<file path="config.mk">
export PLATFORM = sky130hd
export DESIGN_NAME = mfm_track_sync_checksum_decoder
export DESIGN_NICKNAME = d
export VERILOG_FILES = /design/src/design/mfmtd_pkg.sv /design/src/design/mfm_track_sync_checksum_decoder.sv /design/src/design/mfmtd_front.sv /design/src/design/mfmtd_queue.sv /design/src/design/mfmtd_back.sv
export SDC_FILE = /design/constraint.sdc
export NUM_CORES = 1
export LEC_CHECK = 0
export ABC_AREA = 0
export BUFFER_PORTS_ARGS = -buffer_cell sky130_fd_sc_hd__buf_2
export CAP_MARGIN = 25
export CORE_UTILIZATION = 37
export CTS_BUF_LIST = sky130_fd_sc_hd__clkbuf_2
export DETAILED_ROUTE_END_ITERATION = 10
export PLACE_DENSITY = 0.66
export SLEW_MARGIN = 20
export SYNTH_ARGS = -nofsm -noshare
export SYNTH_HDL_FRONTEND = slang
export SYNTH_SLANG_ARGS = --single-unit
</file>
<file path="constraint.sdc">
create_clock -name clock -period 5 [get_ports clock]
set_clock_uncertainty 0.15 [all_clocks]
set_input_delay 1 -clock clock [delete_from_list [all_inputs] [get_ports clock]]
set_output_delay 1 -clock clock [all_outputs]
set_load 0.01 [all_outputs]
</file>
<file path="src/design/mfmtd_pkg.sv">
// shared types and constants for the mfm track sync/checksum decoder
// no dependencies; imported by the decoder top, front, queue and back modules

package mfmtd_pkg;

   localparam logic [15:0] SYNC_MARK  = 16'h4489;
   localparam logic [31:0] MFM_MASK   = 32'h5555_5555;
   localparam int          LONG_LIMIT = 2048;

   localparam logic        RST_SYNC_CHECK_ENABLE = 1'b1;
   localparam logic [31:0] RST_SYNC_WORD_FIRST   = 32'h2529_2512;
   localparam logic [31:0] RST_SYNC_WORD_SECOND  = 32'h4552_4911;
   localparam logic [11:0] RST_LONG_COUNT        = 12'h616;

   localparam int QUEUE_DEPTH = 2;

   typedef enum logic [1:0] {
      CSR_SYNC_CHECK_ENABLE = 2'd0,
      CSR_SYNC_WORD_FIRST   = 2'd1,
      CSR_SYNC_WORD_SECOND  = 2'd2,
      CSR_LONG_COUNT        = 2'd3
   } csr_index_type;

   typedef enum logic [2:0] {
      PH_HUNT  = 3'd0,
      PH_SYNC1 = 3'd1,
      PH_SYNC2 = 3'd2,
      PH_SUM   = 3'd3,
      PH_DATA  = 3'd4
   } phase_type;

   typedef enum logic [1:0] {
      EV_SUM   = 2'd0,
      EV_DATA  = 2'd1,
      EV_ABORT = 2'd2
   } event_kind_type;

   typedef struct packed {
      logic        sync_check_enable;
      logic [31:0] sync_word_first;
      logic [31:0] sync_word_second;
      logic [11:0] long_count;
   } cfg_type;

   typedef struct packed {
      event_kind_type kind;
      logic [31:0]    word;
      logic [10:0]    index;
      logic           last;
   } mfm_event_type;

endpackage

</file>
<file path="src/design/mfm_track_sync_checksum_decoder.sv">
// Decodes an MFM track from a raw bit stream: hunts for the 0x4489 mark, optionally
// checks two raw 32-bit sync words, then emits even/odd decoded data longs with an
// XOR checksum verdict on the last one. One raw bit is taken per clock cycle while the
// event queue has room; the bit window and phase logic in the front end are updated
// at the clock edge that takes each bit. A decoded long passes through an event queue
// entry and then the result register on its way to the result ports; the input stalls
// only while the event queue is full. No clearing pass after reset.
// Depends on mfmtd_pkg, mfmtd_front, mfmtd_queue and mfmtd_back.

module mfm_track_sync_checksum_decoder import mfmtd_pkg::*; #(
   parameter int MAX_LONGS = 2048
) (
   input  logic        clock,
   input  logic        reset,
   input  logic        req_push,
   output logic        req_full,
   input  logic        req_raw_bit,
   input  logic        req_stream_end,
   output logic        rsp_empty,
   input  logic        rsp_pop,
   output logic [31:0] rsp_data_word,
   output logic [10:0] rsp_word_index,
   output logic        rsp_last,
   output logic        rsp_checksum_good,
   output logic        rsp_aborted,
   input  logic        csr_valid,
   output logic        csr_ready,
   input  logic [1:0]  csr_index,
   input  logic [31:0] csr_wdata
);

   cfg_type       cfg_ff, cfg_in;
   logic          item_valid;
   logic          ev_valid;
   mfm_event_type ev;
   logic          q_full;
   logic          q_valid;
   logic          q_pop;
   mfm_event_type q_ev;

   assign csr_ready = 1'b1;

   always_comb begin
      cfg_in = cfg_ff;
      if (csr_valid && csr_ready) begin
         unique case (csr_index_type'(csr_index))
            CSR_SYNC_CHECK_ENABLE: cfg_in.sync_check_enable = csr_wdata[0];
            CSR_SYNC_WORD_FIRST:   cfg_in.sync_word_first   = csr_wdata;
            CSR_SYNC_WORD_SECOND:  cfg_in.sync_word_second  = csr_wdata;
            CSR_LONG_COUNT:        cfg_in.long_count        = csr_wdata[11:0];
            default:               cfg_in = cfg_ff;
         endcase
      end
   end

   always_ff @(posedge clock) begin
      if (reset) begin
         cfg_ff.sync_check_enable <= RST_SYNC_CHECK_ENABLE;
         cfg_ff.sync_word_first   <= RST_SYNC_WORD_FIRST;
         cfg_ff.sync_word_second  <= RST_SYNC_WORD_SECOND;
         cfg_ff.long_count        <= RST_LONG_COUNT;
      end else begin
         cfg_ff <= cfg_in;
      end
   end

   assign req_full   = q_full;
   assign item_valid = req_push && !q_full;

   mfmtd_front #(
      .MAX_LONGS(MAX_LONGS)
   ) u_front (
      .clock      (clock),
      .reset      (reset),
      .item_valid (item_valid),
      .raw_bit    (req_raw_bit),
      .stream_end (req_stream_end),
      .cfg        (cfg_ff),
      .ev_valid   (ev_valid),
      .ev         (ev)
   );

   mfmtd_queue u_queue (
      .clock     (clock),
      .reset     (reset),
      .push      (ev_valid),
      .push_data (ev),
      .full      (q_full),
      .pop       (q_pop),
      .valid     (q_valid),
      .pop_data  (q_ev)
   );

   mfmtd_back u_back (
      .clock             (clock),
      .reset             (reset),
      .q_valid           (q_valid),
      .q_ev              (q_ev),
      .q_pop             (q_pop),
      .rsp_pop           (rsp_pop),
      .rsp_empty         (rsp_empty),
      .rsp_data_word     (rsp_data_word),
      .rsp_word_index    (rsp_word_index),
      .rsp_last          (rsp_last),
      .rsp_checksum_good (rsp_checksum_good),
      .rsp_aborted       (rsp_aborted)
   );

endmodule

</file>
<file path="src/design/mfmtd_front.sv">
// front end: bit window, sync hunt, phase tracking and even/odd long assembly
// depends on mfmtd_pkg; emits decoded-long and abort events toward the queue

module mfmtd_front import mfmtd_pkg::*; #(
   parameter int MAX_LONGS = 2048
) (
   input  logic          clock,
   input  logic          reset,
   input  logic          item_valid,
   input  logic          raw_bit,
   input  logic          stream_end,
   input  cfg_type       cfg,
   output logic          ev_valid,
   output mfm_event_type ev
);

   localparam int          CAP_INT = (MAX_LONGS < LONG_LIMIT) ? MAX_LONGS : LONG_LIMIT;
   localparam logic [11:0] CAP     = 12'(CAP_INT);

   logic [31:0] window_ff, window_in;
   phase_type   phase_ff, phase_in;
   logic [5:0]  bit_count_ff, bit_count_in;
   logic [31:0] odd_half_ff, odd_half_in;
   logic [10:0] long_counter_ff, long_counter_in;

   logic [31:0] shifted;
   logic [31:0] decoded;
   logic [31:0] expected;
   logic [5:0]  bc_next;
   logic [11:0] count_floor;
   logic [11:0] eff_count;
   logic        at_end;

   always_ff @(posedge clock) begin
      if (reset) begin
         window_ff       <= '0;
         phase_ff        <= PH_HUNT;
         bit_count_ff    <= '0;
         odd_half_ff     <= '0;
         long_counter_ff <= '0;
      end else begin
         window_ff       <= window_in;
         phase_ff        <= phase_in;
         bit_count_ff    <= bit_count_in;
         odd_half_ff     <= odd_half_in;
         long_counter_ff <= long_counter_in;
      end
   end

   assign shifted     = {window_ff[30:0], raw_bit};
   assign decoded     = ((odd_half_ff & MFM_MASK) << 1) | (shifted & MFM_MASK);
   assign expected    = (phase_ff == PH_SYNC1) ? cfg.sync_word_first : cfg.sync_word_second;
   assign bc_next     = bit_count_ff + 6'd1;
   assign count_floor = (cfg.long_count == 12'd0) ? 12'd1 : cfg.long_count;
   assign eff_count   = (count_floor > CAP) ? CAP : count_floor;
   assign at_end      = ({1'b0, long_counter_ff} + 12'd1) >= eff_count;

   always_comb begin
      window_in       = window_ff;
      phase_in        = phase_ff;
      bit_count_in    = bit_count_ff;
      odd_half_in     = odd_half_ff;
      long_counter_in = long_counter_ff;
      ev_valid        = 1'b0;
      ev.kind         = EV_DATA;
      ev.word         = decoded;
      ev.index        = long_counter_ff;
      ev.last         = 1'b0;
      if (item_valid) begin
         if (stream_end) begin
            if (phase_ff != PH_HUNT) begin
               ev_valid = 1'b1;
               ev.kind  = EV_ABORT;
               ev.last  = 1'b1;
            end
            phase_in     = PH_HUNT;
            window_in    = '0;
            bit_count_in = '0;
         end else begin
            window_in = shifted;
            unique case (phase_ff)
               PH_HUNT: begin
                  if (shifted[15:0] == SYNC_MARK) begin
                     phase_in     = cfg.sync_check_enable ? PH_SYNC1 : PH_SUM;
                     bit_count_in = '0;
                  end
               end
               PH_SYNC1, PH_SYNC2: begin
                  bit_count_in = bc_next;
                  if (bc_next[5]) begin
                     bit_count_in = '0;
                     if (shifted != expected) begin
                        phase_in = PH_HUNT;
                     end else begin
                        phase_in = (phase_ff == PH_SYNC1) ? PH_SYNC2 : PH_SUM;
                     end
                  end
               end
               PH_SUM, PH_DATA: begin
                  bit_count_in = bc_next;
                  if (bc_next == 6'd32) begin
                     odd_half_in = shifted;
                  end else if (bc_next == 6'd0) begin
                     ev_valid = 1'b1;
                     if (phase_ff == PH_SUM) begin
                        ev.kind         = EV_SUM;
                        long_counter_in = '0;
                        phase_in        = PH_DATA;
                     end else begin
                        ev.last = at_end;
                        if (at_end) begin
                           phase_in = PH_HUNT;
                        end else begin
                           long_counter_in = long_counter_ff + 11'd1;
                        end
                     end
                  end
               end
               default: begin
                  phase_in = PH_HUNT;
               end
            endcase
         end
      end
   end

endmodule

</file>
<file path="src/design/mfmtd_queue.sv">
// short event queue between the front end and the back end
// depends on mfmtd_pkg for the event type and depth

module mfmtd_queue import mfmtd_pkg::*; (
   input  logic          clock,
   input  logic          reset,
   input  logic          push,
   input  mfm_event_type push_data,
   output logic          full,
   input  logic          pop,
   output logic          valid,
   output mfm_event_type pop_data
);

   localparam int PTR_W = $clog2(QUEUE_DEPTH);

   mfm_event_type              entries_ff [QUEUE_DEPTH];
   logic [PTR_W-1:0]           wr_ptr_ff, wr_ptr_in;
   logic [PTR_W-1:0]           rd_ptr_ff, rd_ptr_in;
   logic [$clog2(QUEUE_DEPTH+1)-1:0] count_ff, count_in;
   logic                       do_push;
   logic                       do_pop;

   assign full     = (count_ff == ($bits(count_ff))'(QUEUE_DEPTH));
   assign valid    = (count_ff != '0);
   assign pop_data = entries_ff[rd_ptr_ff];
   assign do_push  = push && !full;
   assign do_pop   = pop && valid;

   always_comb begin
      wr_ptr_in = wr_ptr_ff;
      rd_ptr_in = rd_ptr_ff;
      count_in  = count_ff;
      if (do_push) begin
         wr_ptr_in = (wr_ptr_ff == PTR_W'(QUEUE_DEPTH - 1)) ? '0 : wr_ptr_ff + PTR_W'(1);
      end
      if (do_pop) begin
         rd_ptr_in = (rd_ptr_ff == PTR_W'(QUEUE_DEPTH - 1)) ? '0 : rd_ptr_ff + PTR_W'(1);
      end
      if (do_push && !do_pop) begin
         count_in = count_ff + 1'b1;
      end else if (do_pop && !do_push) begin
         count_in = count_ff - 1'b1;
      end
   end

   always_ff @(posedge clock) begin
      if (reset) begin
         wr_ptr_ff <= '0;
         rd_ptr_ff <= '0;
         count_ff  <= '0;
      end else begin
         wr_ptr_ff <= wr_ptr_in;
         rd_ptr_ff <= rd_ptr_in;
         count_ff  <= count_in;
      end
   end

   always_ff @(posedge clock) begin
      if (do_push) begin
         entries_ff[wr_ptr_ff] <= push_data;
      end
   end

endmodule

</file>
<file path="src/design/mfmtd_back.sv">
// back end: checksum accumulation and the registered result slot
// depends on mfmtd_pkg; drains events from mfmtd_queue

module mfmtd_back import mfmtd_pkg::*; (
   input  logic          clock,
   input  logic          reset,
   input  logic          q_valid,
   input  mfm_event_type q_ev,
   output logic          q_pop,
   input  logic          rsp_pop,
   output logic          rsp_empty,
   output logic [31:0]   rsp_data_word,
   output logic [10:0]   rsp_word_index,
   output logic          rsp_last,
   output logic          rsp_checksum_good,
   output logic          rsp_aborted
);

   logic        out_valid_ff, out_valid_in;
   logic [31:0] word_ff, word_in;
   logic [10:0] index_ff, index_in;
   logic        last_ff, last_in;
   logic        good_ff, good_in;
   logic        aborted_ff, aborted_in;
   logic [31:0] stored_sum_ff, stored_sum_in;
   logic [31:0] running_xor_ff, running_xor_in;
   logic [31:0] xor_next;
   logic        slot_free;

   assign slot_free = !out_valid_ff || rsp_pop;
   assign q_pop     = q_valid && slot_free;
   assign xor_next  = running_xor_ff ^ q_ev.word;

   always_comb begin
      out_valid_in   = out_valid_ff && !rsp_pop;
      word_in        = word_ff;
      index_in       = index_ff;
      last_in        = last_ff;
      good_in        = good_ff;
      aborted_in     = aborted_ff;
      stored_sum_in  = stored_sum_ff;
      running_xor_in = running_xor_ff;
      if (q_pop) begin
         unique case (q_ev.kind)
            EV_SUM: begin
               stored_sum_in  = q_ev.word;
               running_xor_in = '0;
            end
            EV_DATA: begin
               running_xor_in = xor_next;
               out_valid_in   = 1'b1;
               word_in        = q_ev.word;
               index_in       = q_ev.index;
               last_in        = q_ev.last;
               good_in        = q_ev.last && (xor_next == stored_sum_ff);
               aborted_in     = 1'b0;
            end
            EV_ABORT: begin
               out_valid_in = 1'b1;
               word_in      = '0;
               index_in     = q_ev.index;
               last_in      = 1'b1;
               good_in      = 1'b0;
               aborted_in   = 1'b1;
            end
            default: begin
               out_valid_in = out_valid_ff && !rsp_pop;
            end
         endcase
      end
   end

   always_ff @(posedge clock) begin
      if (reset) begin
         out_valid_ff   <= 1'b0;
         stored_sum_ff  <= '0;
         running_xor_ff <= '0;
      end else begin
         out_valid_ff   <= out_valid_in;
         stored_sum_ff  <= stored_sum_in;
         running_xor_ff <= running_xor_in;
      end
   end

   always_ff @(posedge clock) begin
      word_ff    <= word_in;
      index_ff   <= index_in;
      last_ff    <= last_in;
      good_ff    <= good_in;
      aborted_ff <= aborted_in;
   end

   assign rsp_empty         = !out_valid_ff;
   assign rsp_data_word     = word_ff;
   assign rsp_word_index    = index_ff;
   assign rsp_last          = last_ff;
   assign rsp_checksum_good = good_ff;
   assign rsp_aborted       = aborted_ff;

endmodule

</file>
==> qor.csv <==
metric,value,unit
Total GRT Usage,17.0,%
initial DRC count,701,
Synth area leaders,"dfxtp_1, edfxtp_1, nand2_1",
CTS H-Tree Depth,3,
Critical Path End Type,register,
Setup CP Type,register to register,
setup_tns,0,ps
post-synth top area share,28.3,%
ratio of final minimum period to clock period,78.7,%
crit-path leading delay family,simple AND/OR/NAND/NOR gates,
Post-synth EDFFs,138,
RSZ-0062 raised after global routing,false,
Hold Buf Count CTS,0,
antenna violations before repair,2,
clock-pin transition on the worst setup and hold timing paths,120,ps
placed insts,2067,
sequential share of the synthesized area,55.7,%
pwr dens,404,nW/µm²
Tightest Hold Check Type,input port to register,
max_slew headroom,30.3,%
share of layout cells above drive strength 1,16.4,%
gpl congestion,0.835,
"antenna viol nets, final",0,
most numerous cell in the Yosys netlist,nand2_1,
MaxCap Viol Count,0,
fmax,254,MHz
fin. max-slew vios,0,
crit-path most repeated cell,and3_1,
core area,40000,µm²
clock sinks,352,
dpl hpwl,22.8,mm
setup violators final,0,
synthesized instance count,1528,
CP max-delay cell,nor2_1,
peak supply drop,0.184,mV
Layout Nets,1694,
CP max FO,10,
CTS tree,done,
CTS Buf Count,89,
Worst-Margin Slew,1050,ps
Tmin final,3930,ps
Setup crit start kind,register,
Starting Density,37.8,%
post-cts resize count,0,
Fin. Hold Viols,0,
WL/cell,15.6,µm
outcome,"complete, no violations",
Layout area overhead,11.8,%
vias in the first global route,11000,
dominant synthesized flop cell,dfxtp_1,
Cell variety after synth,63,
Mapped Area,15100,µm²
root buf cell,clkbuf_2,
Via density,5.11,
Post-synth ARST share,0,%
CP peak stage delay,590,ps
Worst EP arrival,4560,ps
setup bufs post-CTS,0,
# rows,73,
Post-Syn Area per Cell,9.90,µm²
aggregate routed wire length,35.0,mm
die area,41700,µm²
Die Ht,204,µm
Post-synth top cells,"nand2_1, dfxtp_1, nor2_1, edfxtp_1, a21oi_1",
Critical Path RT,5630,ps
Initial DRT Pass Iterations,5,
CP Cell Sequence,and3_1 > and3_1 > and3_1 > nand3_1 > xnor2_1 > ha_1 > a21oi_1 > nor2b_1 > o21ai_0 > nand4_1 > nor2_1 > a21oi_1 > a311oi_1,
cell taking the most area after synthesis,dfxtp_1,
Seq cells post-synth,352,
total number of vias,11400,
Clock Latency Late Sink,930,ps
largest net degree at the start of global routing,97,
Synthesis Warnings,0,
Port Buffer Count,88,
Post-route DRC,0,
first-pass GRT wire length,56.6,mm
Buffers & Inverters on Critical Path,0,
Design Power,6.84,mW
Clock Tree Buf Depth,3,
Pleak,6.28,nW
Die Wd,204,µm
fin cells,2236,
I/O pin count,90,
Syn Nets,1588,
total grt overflow,0,
## final timing paths
check | endpoint | from | cells past startpoint | slack, ps
setup / recovery | u_front.long_counter_ff[7] | u_front.long_counter_ff[2] | 13 | 1070
hold / removal | cfg_ff[38] | csr_wdata[26] | 3 | 110
setup reg to reg | u_front.long_counter_ff[7] | u_front.long_counter_ff[2] | 13 | 1070
hold reg to reg | u_queue.entries_ff[0][13] | u_front.odd_half_ff[0] | 0 | 260
## routing by layer
layer,vias to the layer above,GRT usage [%],routed length [µm],share of wire [%]
met3,65,3.99,2260,6.5
met5,-,0,0,0
met1,5352,23.3,16500,47
li1,5639,-,-,-
met2,361,25.8,15400,44
met4,0,6.90,773,2.2
## power breakdown
group / switching [mW] / internal (mW)
Combinational: 0.877 / 0.524
Clock: 1.19 / 0.817
Sequential: 0.159 / 3.27
## cell type report
type / count / area (µm²)
repair buffers: 108 / 622
inverters: 30 / 113
flip-flops and latches: 352 / 8430
clock inverters: 37 / 228
clock buffers: 129 / 646
well taps: 525 / 657
fillers: 3965 / 23100
diodes: 2 / 5.00
multi-input cells: 1053 / 6220
## stage by stage
step / utilization, % / instance area, µm² / worst slack (ps) / hold WS (ps)
2_1_floorplan: - / 15100 / 264 / 275
3_3_place_gp: 40.0 / 16000 / 1050 / 282
3_5_place_dp: 40.0 / 16000 / 982 / 287
4_1_cts: 42.2 / 16900 / 1120 / 7.14
5_1_grt: 42.3 / 16900 / 727 / 21.2
6_report: 42.3 / 16900 / 1070 / 108
## worst register-to-register path, delay by kind of cell, from the launching register on
kind	cells	cell delay, ps
simple gates	7	1820
compound gates	4	880
flops	1	470
fa+ha+maj	1	280
xor+xnor	1	230
## sequential cells by signal, summed over array words and instances, names as in the netlist, 2 cells and up, named ones only
signal	count
cfg_ff	77
u_back.rsp_word_index	11
u_queue.entries_ff	92
u_back.rsp_data_word	32
u_front.odd_half_ff	16
u_front.bit_count_ff	6
u_front.long_counter_ff	11
u_back.running_xor_ff	32
u_front.window_ff	31
u_back.stored_sum_ff	32
u_front.phase_ff	3
u_queue.count_ff	2
## cells in the final DEF (no fill, tap or decap), drive strengths merged, types with 3 or more instances in the layout
master and instances:
xor2 31, clkinv 32, nand4 11, or2 5
nor2b 10, a21oi 136, edfxtp 138, a41oi 5
nor4b 3, o21ai 11, mux2 12, buf 108
a32oi 3, a211oi 36, and3 8, or3 9
a311oi 7, dfxtp 214, inv 31, nor2 173
o211ai 4, mux2i 63, xnor2 72, nand2b 9
nand3 66, a222oi 4, a22oi 5, ha 19
and2 4, nand2 219, nor3b 23, nor4 14
nor3 51, nand3b 4, a2111oi 4, clkbuf 129
## logic make-up (layout without fill, tap and decap cells)
logic type,Yosys count,count (layout),share of synthesized area (%)
other,1,3,0.0248
adder cells (fa/ha/maj),20,20,1.64
multiplexers,75,75,5.14
buffers and inverters,123,304,3.28
AND/OR/NAND/NOR,619,619,18.7
AO/OA/AOI/OAI,235,235,9.53
flip-flops,352,352,55.7
XOR/XNOR,103,103,5.96
(Power assumes the default switching activity.)
